### config.mk
export PLATFORM = sky130hd
export DESIGN_NAME = majority_clocked_lfsr_stream_cipher_top
export DESIGN_NICKNAME = d
export VERILOG_FILES = /design/src/hdl/mcsc_pkg.sv /design/src/hdl/majority_clocked_lfsr_stream_cipher_top.sv /design/src/hdl/mcsc_step.sv
export SDC_FILE = /design/constraint.sdc
export NUM_CORES = 1
export LEC_CHECK = 0
export BUFFER_PORTS_ARGS = -buffer_cell sky130_fd_sc_hd__buf_2
export CAP_MARGIN = 40
export CORE_MARGIN = 5
export CORE_UTILIZATION = 30
export CTS_CLUSTER_SIZE = 8
export DETAILED_ROUTE_END_ITERATION = 12
export PLACE_DENSITY = 0.54
export SLEW_MARGIN = 20
export SYNTH_ARGS = -nofsm -noshare
export SYNTH_HDL_FRONTEND = slang
export SYNTH_SLANG_ARGS = --single-unit
### constraint.sdc
create_clock -name clock -period 2.25 [get_ports clock]
set_input_delay 0.3375 -clock clock [delete_from_list [all_inputs] [get_ports clock]]
set_output_delay 0.3375 -clock clock [all_outputs]
set_load 0.02 [all_outputs]
### src/hdl/mcsc_pkg.sv
package mcsc_pkg;

   localparam int LenFirst  = 19;
   localparam int LenSecond = 22;
   localparam int LenThird  = 23;
   localparam int KeyBits   = 64;

   localparam logic CmdLoad    = 1'b0;
   localparam logic CmdEncrypt = 1'b1;

   typedef struct packed {
      logic [LenFirst-1:0]  first;
      logic [LenSecond-1:0] second;
      logic [LenThird-1:0]  third;
   } lfsr_state_type;

   // Element i of each register takes key bit (offset + i), and key bit 0 is the key's MSB.
   function automatic lfsr_state_type load_from_key(input logic [KeyBits-1:0] key);
      lfsr_state_type st;
      for (int i = 0; i < LenFirst; i++) begin
         st.first[i] = key[KeyBits-1-i];
      end
      for (int j = 0; j < LenSecond; j++) begin
         st.second[j] = key[KeyBits-1-LenFirst-j];
      end
      for (int k = 0; k < LenThird; k++) begin
         st.third[k] = key[KeyBits-1-LenFirst-LenSecond-k];
      end
      return st;
   endfunction

endpackage

### src/hdl/majority_clocked_lfsr_stream_cipher_top.sv
// An accepted beat is held in the input register, then moves to the result register.
// Throughput: one beat per cycle, unless rsp_stall holds a waiting result.
// Input and result registers hold one beat each, so one beat is taken while a result waits.
// Reset is synchronous and active high; it clears the key, the LFSRs and both valid flags.
module majority_clocked_lfsr_stream_cipher_top
   import mcsc_pkg::*;
(
   input  logic               clock,
   input  logic               reset,
   input  logic               req_valid,
   output logic               req_stall,
   input  logic               req_cmd,
   input  logic               req_text_bit,
   output logic               rsp_valid,
   input  logic               rsp_stall,
   output logic               rsp_cipher_bit,
   output logic               rsp_stream_bit,
   input  logic               csr_valid,
   output logic               csr_ready,
   input  logic [KeyBits-1:0] csr_cipher_key
);

   logic               in_valid_ff;
   logic               in_valid_in;
   logic               in_cmd_ff;
   logic               in_text_ff;
   logic               out_valid_ff;
   logic               out_valid_in;
   logic               out_cipher_ff;
   logic               out_stream_ff;
   logic [KeyBits-1:0] key_ff;
   lfsr_state_type     lfsr_ff;
   lfsr_state_type     lfsr_in;
   logic               step_cipher;
   logic               step_stream;
   logic               advance;
   logic               req_take;

   mcsc_step u_step (
      .state_cur  (lfsr_ff),
      .cmd        (in_cmd_ff),
      .text_bit   (in_text_ff),
      .cipher_key (key_ff),
      .state_nxt  (lfsr_in),
      .cipher_bit (step_cipher),
      .stream_bit (step_stream)
   );

   assign advance   = in_valid_ff & (~out_valid_ff | ~rsp_stall);
   assign req_stall = in_valid_ff & ~advance;
   assign req_take  = req_valid & ~req_stall;
   assign csr_ready = 1'b1;

   assign in_valid_in  = req_take | (in_valid_ff & ~advance);
   assign out_valid_in = advance | (out_valid_ff & rsp_stall);

   always_ff @(posedge clock) begin
      if (reset) begin
         in_valid_ff  <= 1'b0;
         out_valid_ff <= 1'b0;
         key_ff       <= '0;
         lfsr_ff      <= '0;
      end else begin
         in_valid_ff  <= in_valid_in;
         out_valid_ff <= out_valid_in;
         if (csr_valid & csr_ready) begin
            key_ff <= csr_cipher_key;
         end
         if (advance) begin
            lfsr_ff <= lfsr_in;
         end
      end
   end

   always_ff @(posedge clock) begin
      if (req_take) begin
         in_cmd_ff  <= req_cmd;
         in_text_ff <= req_text_bit;
      end
      if (advance) begin
         out_cipher_ff <= step_cipher;
         out_stream_ff <= step_stream;
      end
   end

   assign rsp_valid      = out_valid_ff;
   assign rsp_cipher_bit = out_cipher_ff;
   assign rsp_stream_bit = out_stream_ff;

endmodule

### src/hdl/mcsc_step.sv
module mcsc_step
   import mcsc_pkg::*;
(
   input  lfsr_state_type     state_cur,
   input  logic               cmd,
   input  logic               text_bit,
   input  logic [KeyBits-1:0] cipher_key,
   output lfsr_state_type     state_nxt,
   output logic               cipher_bit,
   output logic               stream_bit
);

   logic           clk_a;
   logic           clk_b;
   logic           clk_c;
   logic           vote;
   logic           fb_a;
   logic           fb_b;
   logic           fb_c;
   lfsr_state_type shifted;
   logic           ks;

   always_comb begin
      clk_a = state_cur.first[8];
      clk_b = state_cur.second[10];
      clk_c = state_cur.third[10];
      vote  = (clk_a & clk_b) | (clk_a & clk_c) | (clk_b & clk_c);

      fb_a = state_cur.first[13] ^ state_cur.first[16] ^
             state_cur.first[17] ^ state_cur.first[18];
      fb_b = state_cur.second[20] ^ state_cur.second[21];
      fb_c = state_cur.third[7] ^ state_cur.third[20] ^
             state_cur.third[21] ^ state_cur.third[22];

      shifted = state_cur;
      if (clk_a == vote) begin
         shifted.first = {state_cur.first[LenFirst-2:0], fb_a};
      end
      if (clk_b == vote) begin
         shifted.second = {state_cur.second[LenSecond-2:0], fb_b};
      end
      if (clk_c == vote) begin
         shifted.third = {state_cur.third[LenThird-2:0], fb_c};
      end

      ks = shifted.first[LenFirst-1] ^ shifted.second[LenSecond-1] ^
           shifted.third[LenThird-1];

      if (cmd == CmdLoad) begin
         state_nxt  = load_from_key(cipher_key);
         cipher_bit = 1'b0;
         stream_bit = 1'b0;
      end else begin
         state_nxt  = shifted;
         cipher_bit = text_bit ^ ks;
         stream_bit = ks;
      end
   end

endmodule

* Word level (Yosys, flattened, before mapping)
Index checks and enable logic that the tools add are counted.
** Operators by class
- Muxes and demuxes :: 4
- Divide/modulo/power cells :: 0
- $add $sub $neg :: 0
- Bitwise logic cells :: 26
- Shifts and indexed selects :: 0
- Multipliers :: 0
- Equal/unequal tests :: 6
- Order comparisons :: 0
- Reduce and logical (&&, ||, !) cells :: 3
** Operators with widths (number)
- 64-bit 2-to-1 mux :: 1
- 23-bit 2-to-1 mux :: 1
- 22-bit 2-to-1 mux :: 1
- 19-bit 2-to-1 mux :: 1
- 1-bit XOR :: 10
- 1-bit bitwise AND :: 7
- 2-bit by 1-bit inequality test with 1-bit output, second input constant :: 3
- 2-bit AND reduction :: 3
- 1-bit OR :: 5
- 1-bit inverter :: 4
- 1-bit equality test :: 3
** Word-level totals
- Register bits :: 134
- Input port bits :: 71
- Bits in latches :: 0
- Logic and storage cells :: 52
- Memory bits (read-only) :: 0
- Output and inout port bits :: 5
- Bits in writable memories :: 0
- Memories kept :: 0

* Depth between registers and ports, before layout
- Depth after elaboration :: 8
- Gate-level depth with buffers :: 8

* Cells and area by module
Synthesis repeated with hierarchy kept, for this count alone.
** Unflattened totals
- Cell total of the unflattened synthesis :: 763
- Area, all modules :: 7069.3 um^2
** By module, submodules not included
- majority_clocked_lfsr_stream_cipher_top :: cells an instance 499, instances 1, area an instance 5381.4 um^2
- mcsc_step :: cells an instance 264, instances 1, area an instance 1687.9 um^2

* Worst setup path after synthesis
Ideal clock, no wire load.
- Kind :: register to register
- Start :: register lfsr_ff[53] in the netlist's numbering
- End :: register out_cipher_ff, in the netlist rsp_cipher_bit (data pin)
- Setup time :: 0.255 ns
- Clock period less this slack :: 2.235 ns
- Path buffers :: 0
- Cell stages (with the launch flop) :: 7
- Setup slack :: 0.015 ns
- Data arrival time :: 1.980 ns
- Cells stage by stage :: dfxtp_1 maj3_1 ha_1 mux2i_1 xnor3_1 xor2_1 and2_1
** On the way
- Word-level cells in the longest chain between the ends :: 8
** Ends and longest elaborated chain
- from (decl) :: RTL line majority_clocked_lfsr_stream_cipher_top.sv:32 : lfsr_state_type lfsr_ff;
- from (signal assigned) :: RTL line majority_clocked_lfsr_stream_cipher_top.sv:70 : lfsr_ff <= lfsr_in;
- 1-bit bitwise AND :: RTL line mcsc_step.sv:27 : vote = (clk_a & clk_b) | (clk_a & clk_c) | (clk_b & clk_c);
- 1-bit OR (2 in a row) :: RTL line mcsc_step.sv:27
- 1-bit equality test (on tied branches) :: RTL line mcsc_step.sv:36, mcsc_step.sv:39
- 19-bit 2-to-1 mux / 22-bit 2-to-1 mux (equally long branches) :: RTL line mcsc_step.sv:36, mcsc_step.sv:39
- 1-bit XOR :: RTL line mcsc_step.sv:46 : ks = shifted.first[LenFirst-1] ^ shifted.second[LenSecond-1] ^
- 1-bit XOR (*) :: RTL line mcsc_step.sv:46
- 1-bit XOR (*) :: RTL line mcsc_step.sv:55 : cipher_bit = text_bit ^ ks;
- to (signal assigned) :: RTL line majority_clocked_lfsr_stream_cipher_top.sv:81 : out_cipher_ff <= step_cipher;
- to (decl) :: RTL line majority_clocked_lfsr_stream_cipher_top.sv:29 : logic out_cipher_ff;
Every way passes the cells marked *; elsewhere a longest branch is shown, timed or not. The select of a mux whose other input is x is not followed.
A chain may end at the register's enable or synchronous reset.

* Final worst setup path
- Start :: register lfsr_ff[33] in the netlist's numbering
- End :: register out_cipher_ff, in the netlist rsp_cipher_bit (data pin)
Same word-level chain as after synthesis.

==> results.md <==
* Outcome: completed
* Crit share post-route at 96.0%
* Cts hold-fix bufs at 0
* Die area at 22,100 µm²
* VDD IR max at 0.513 mV
* Hold Crit Class: primary input to flip-flop
* Layout area overhead at 26.7%
* Slew @ Worst Pin at 0.795 ns
* Maxcap violations at 0
* Max Fanout on Critical Path at 3
* Overflow after GRT at 0
* Placer Congestion at 0.755
* Vias in the first global route at 4,346
* Type of origin of the critical path: flip-flop
* FF-to-FF setup slack at 0.09 ns
* Initial drt markers at 183
* Drc violations at 0
* Fin util at 38.9%
* Vias per Instance at 4.42
* Final #Nets at 862
* Register area share after synthesis at 47.1%
* Biggest area consumer among synthesized cells: dfxtp_1
* CTS tree: done
* Worst r2r src: lfsr_ff[33]
* Routed vias at 4,689
* Layout cells sized above 1 at 19.0%
* Unrepaired setup endpoints after global routing: no
* Most frequent cell after synthesis: nor2_1
* CP Class: flip-flop to flip-flop
* Row cnt at 50
* Post-synth top flop: dfxtp_1
* Clock Pin Slew Worst Setup and Hold Paths at 0.06 ns
* Routed WL per cell at 12.6 µm
* Top cell type's share of synthesized area at 45.1%
* Slew HR at 47.0%
* Min Hold Slack at 0.0919 ns
* P_leak at 3.11 nW
* Ys Warns at 0
* Post-Syn Nets at 788
* Final Max Tran Viols at 0
* Worst Hold Depth at 1
* Syn Area/Cell at 8.09 µm²
* Final setup vio count at 0
* Max Clock Skew at 0.00904 ns
* Worst EP required at 2.42 ns
* Clock Root Buffer: clkbuf_16
* DR pass1 iterations at 4
* Cells on worst reg2reg path at 6
* Final hold vios at 0
* Die Y at 149 µm
* CTS buffer count at 17
* Initial antenna violation count at 0
* Largest net degree at the start of global routing at 43
* Ys async rst share at 0%
* Synth Cell Area at 5780 µm²
* Top post-synthesis cells by area: dfxtp_1 45%, mux2i_1 12%, nor2_1 12%
* Hpwl dp at 8950 µm
* First-pass GRT wire length at 22,100 µm
* Detail Route Antenna Nets at 0
* Top cells by count, synth: 182 x nor2_1, 130 x dfxtp_1, 71 x mux2i_1
* Hold path start: req_cmd
* IO Count at 76
* Max Root-Sink Buffers at 2
* Cell count after synthesis at 714
* R2r endpoint: rsp_cipher_bit
* Core area at 18,800 µm²
* Pwr Density at 906 nW/µm²
* Clk_lat worst skew at 0.42 ns
* Port-buffer cells at 74
* Worst path arrival time at 2.33 ns
* Initial Utilization at 30.7%
* Fmax at 463 MHz
* WHS Endpoint: in_cmd_ff
* CTS H-tree lvls at 4
* Total wire length at 13,400 µm
* Tmin final at 2.16 ns
* Die width at 149 µm
* Number of flops mapped to enable cells by yosys at 4
* Netlist cell types at 30
* CP endpoint kind: flip-flop
* Overall Global Routing Usage at 12.4%
* #FFs+latches synth at 134
* # clock sinks at 134
* Diode count at 0
[per-stage QoR]
stage	setup TNS (ns)	area, µm²	cells	total power (W)	setup slack [ns]
floorplan	0	5780	714	0.00322	0.0150
global route	0	7320	1061	0.00695	0.000841
global placement	0	6560	1027	0.00347	0.00551
CTS	0	7290	1060	0.00673	0.0352
detailed placement	-0.0300	6560	1027	0.00348	-0.0300
finish	0	7320	1061	0.00663	0.0903
[per-layer routing]
layer | global-route usage, % | up-vias | routed length (µm)
met4 | 3.30 | 0 | 136
met2 | 18.0 | 70 | 5870
met1 | 17.7 | 2101 | 6750
met5 | 0 | - | 0
li1 | - | 2509 | -
met3 | 4.22 | 9 | 654
[repair_timing]
action | in CTS | in global routing
setup buffers | 1 | 1
cloned | 0 | 0
resized for setup | 4 | 2
pin swaps | 1 | 2
endpoints found under the setup margin | 1 | 1
[sequential cells by signal, summed over array words and instances (netlist names)]
register,cells
rsp_valid,1
rsp_stream_bit,1
rsp_cipher_bit,1
key_ff,64
in_cmd_ff,1
lfsr_ff,64
in_text_ff,1
in_valid_ff,1
[worst max-delay path: stages, from the launching register on]
cell and delay (ns):
dfxtp_1 0.31, maj3_2 0.37, ha_4 0.29, mux2i_1 0.21
xnor3_1 0.45, xor2_1 0.15, and2_1 0.15
[worst max path at each step]
stage	startpoint	end	slack, ns	cells past startpoint
global route	lfsr_ff[33]	lfsr_ff[16]	0.0008	9
floorplan	lfsr_ff[53]	rsp_cipher_bit	0.02	6
finish	lfsr_ff[33]	rsp_cipher_bit	0.09	6
global placement	lfsr_ff[53]	rsp_cipher_bit	0.006	6
detailed placement	lfsr_ff[53]	rsp_cipher_bit	-0.03	6
CTS	lfsr_ff[53]	rsp_cipher_bit	0.04	6
[cells in the final DEF (no fill, tap or decap), types with 7 or more instances in the layout]
master / instances
inv_1: 55
nor3_1: 59
mux2i_1: 69
nand2_1: 67
buf_12: 7
buf_2: 72
clkbuf_16: 18
buf_4: 30
dfxtp_1: 130
o22ai_1: 55
nor2_1: 182
[cells by family (layout without fill, tap and decap cells)]
logic type	count (synthesis)	in the layout	share of synthesized area (%)
simple gates	313	313	21.8
flops	134	134	47.1
buf+inv	110	197	7.95
compound gates	72	72	8.28
mux	71	71	12.3
xor+xnor	9	9	1.60
fa+ha+maj	4	4	0.823
other cells	1	1	0.0649
[final cells by class]
type | instances | area (µm²)
Fill cell | 1958 | 11500
Sequential cell | 134 | 2720
Multi-Input combinational cell | 470 | 2640
Timing Repair Buffer | 109 | 726
Clock buffer | 22 | 505
Tap cell | 260 | 325
Inverter | 56 | 210
Clock inverter | 10 | 186
[power breakdown]
part           internal, W  leakage, nW  switching [W]
Clock              0.00216        0.338        0.00104
Combinational     0.000364         1.66       0.000423
Sequential         0.00255         1.11      0.0000929
No activity file was read; power rests on OpenSTA's default activity.
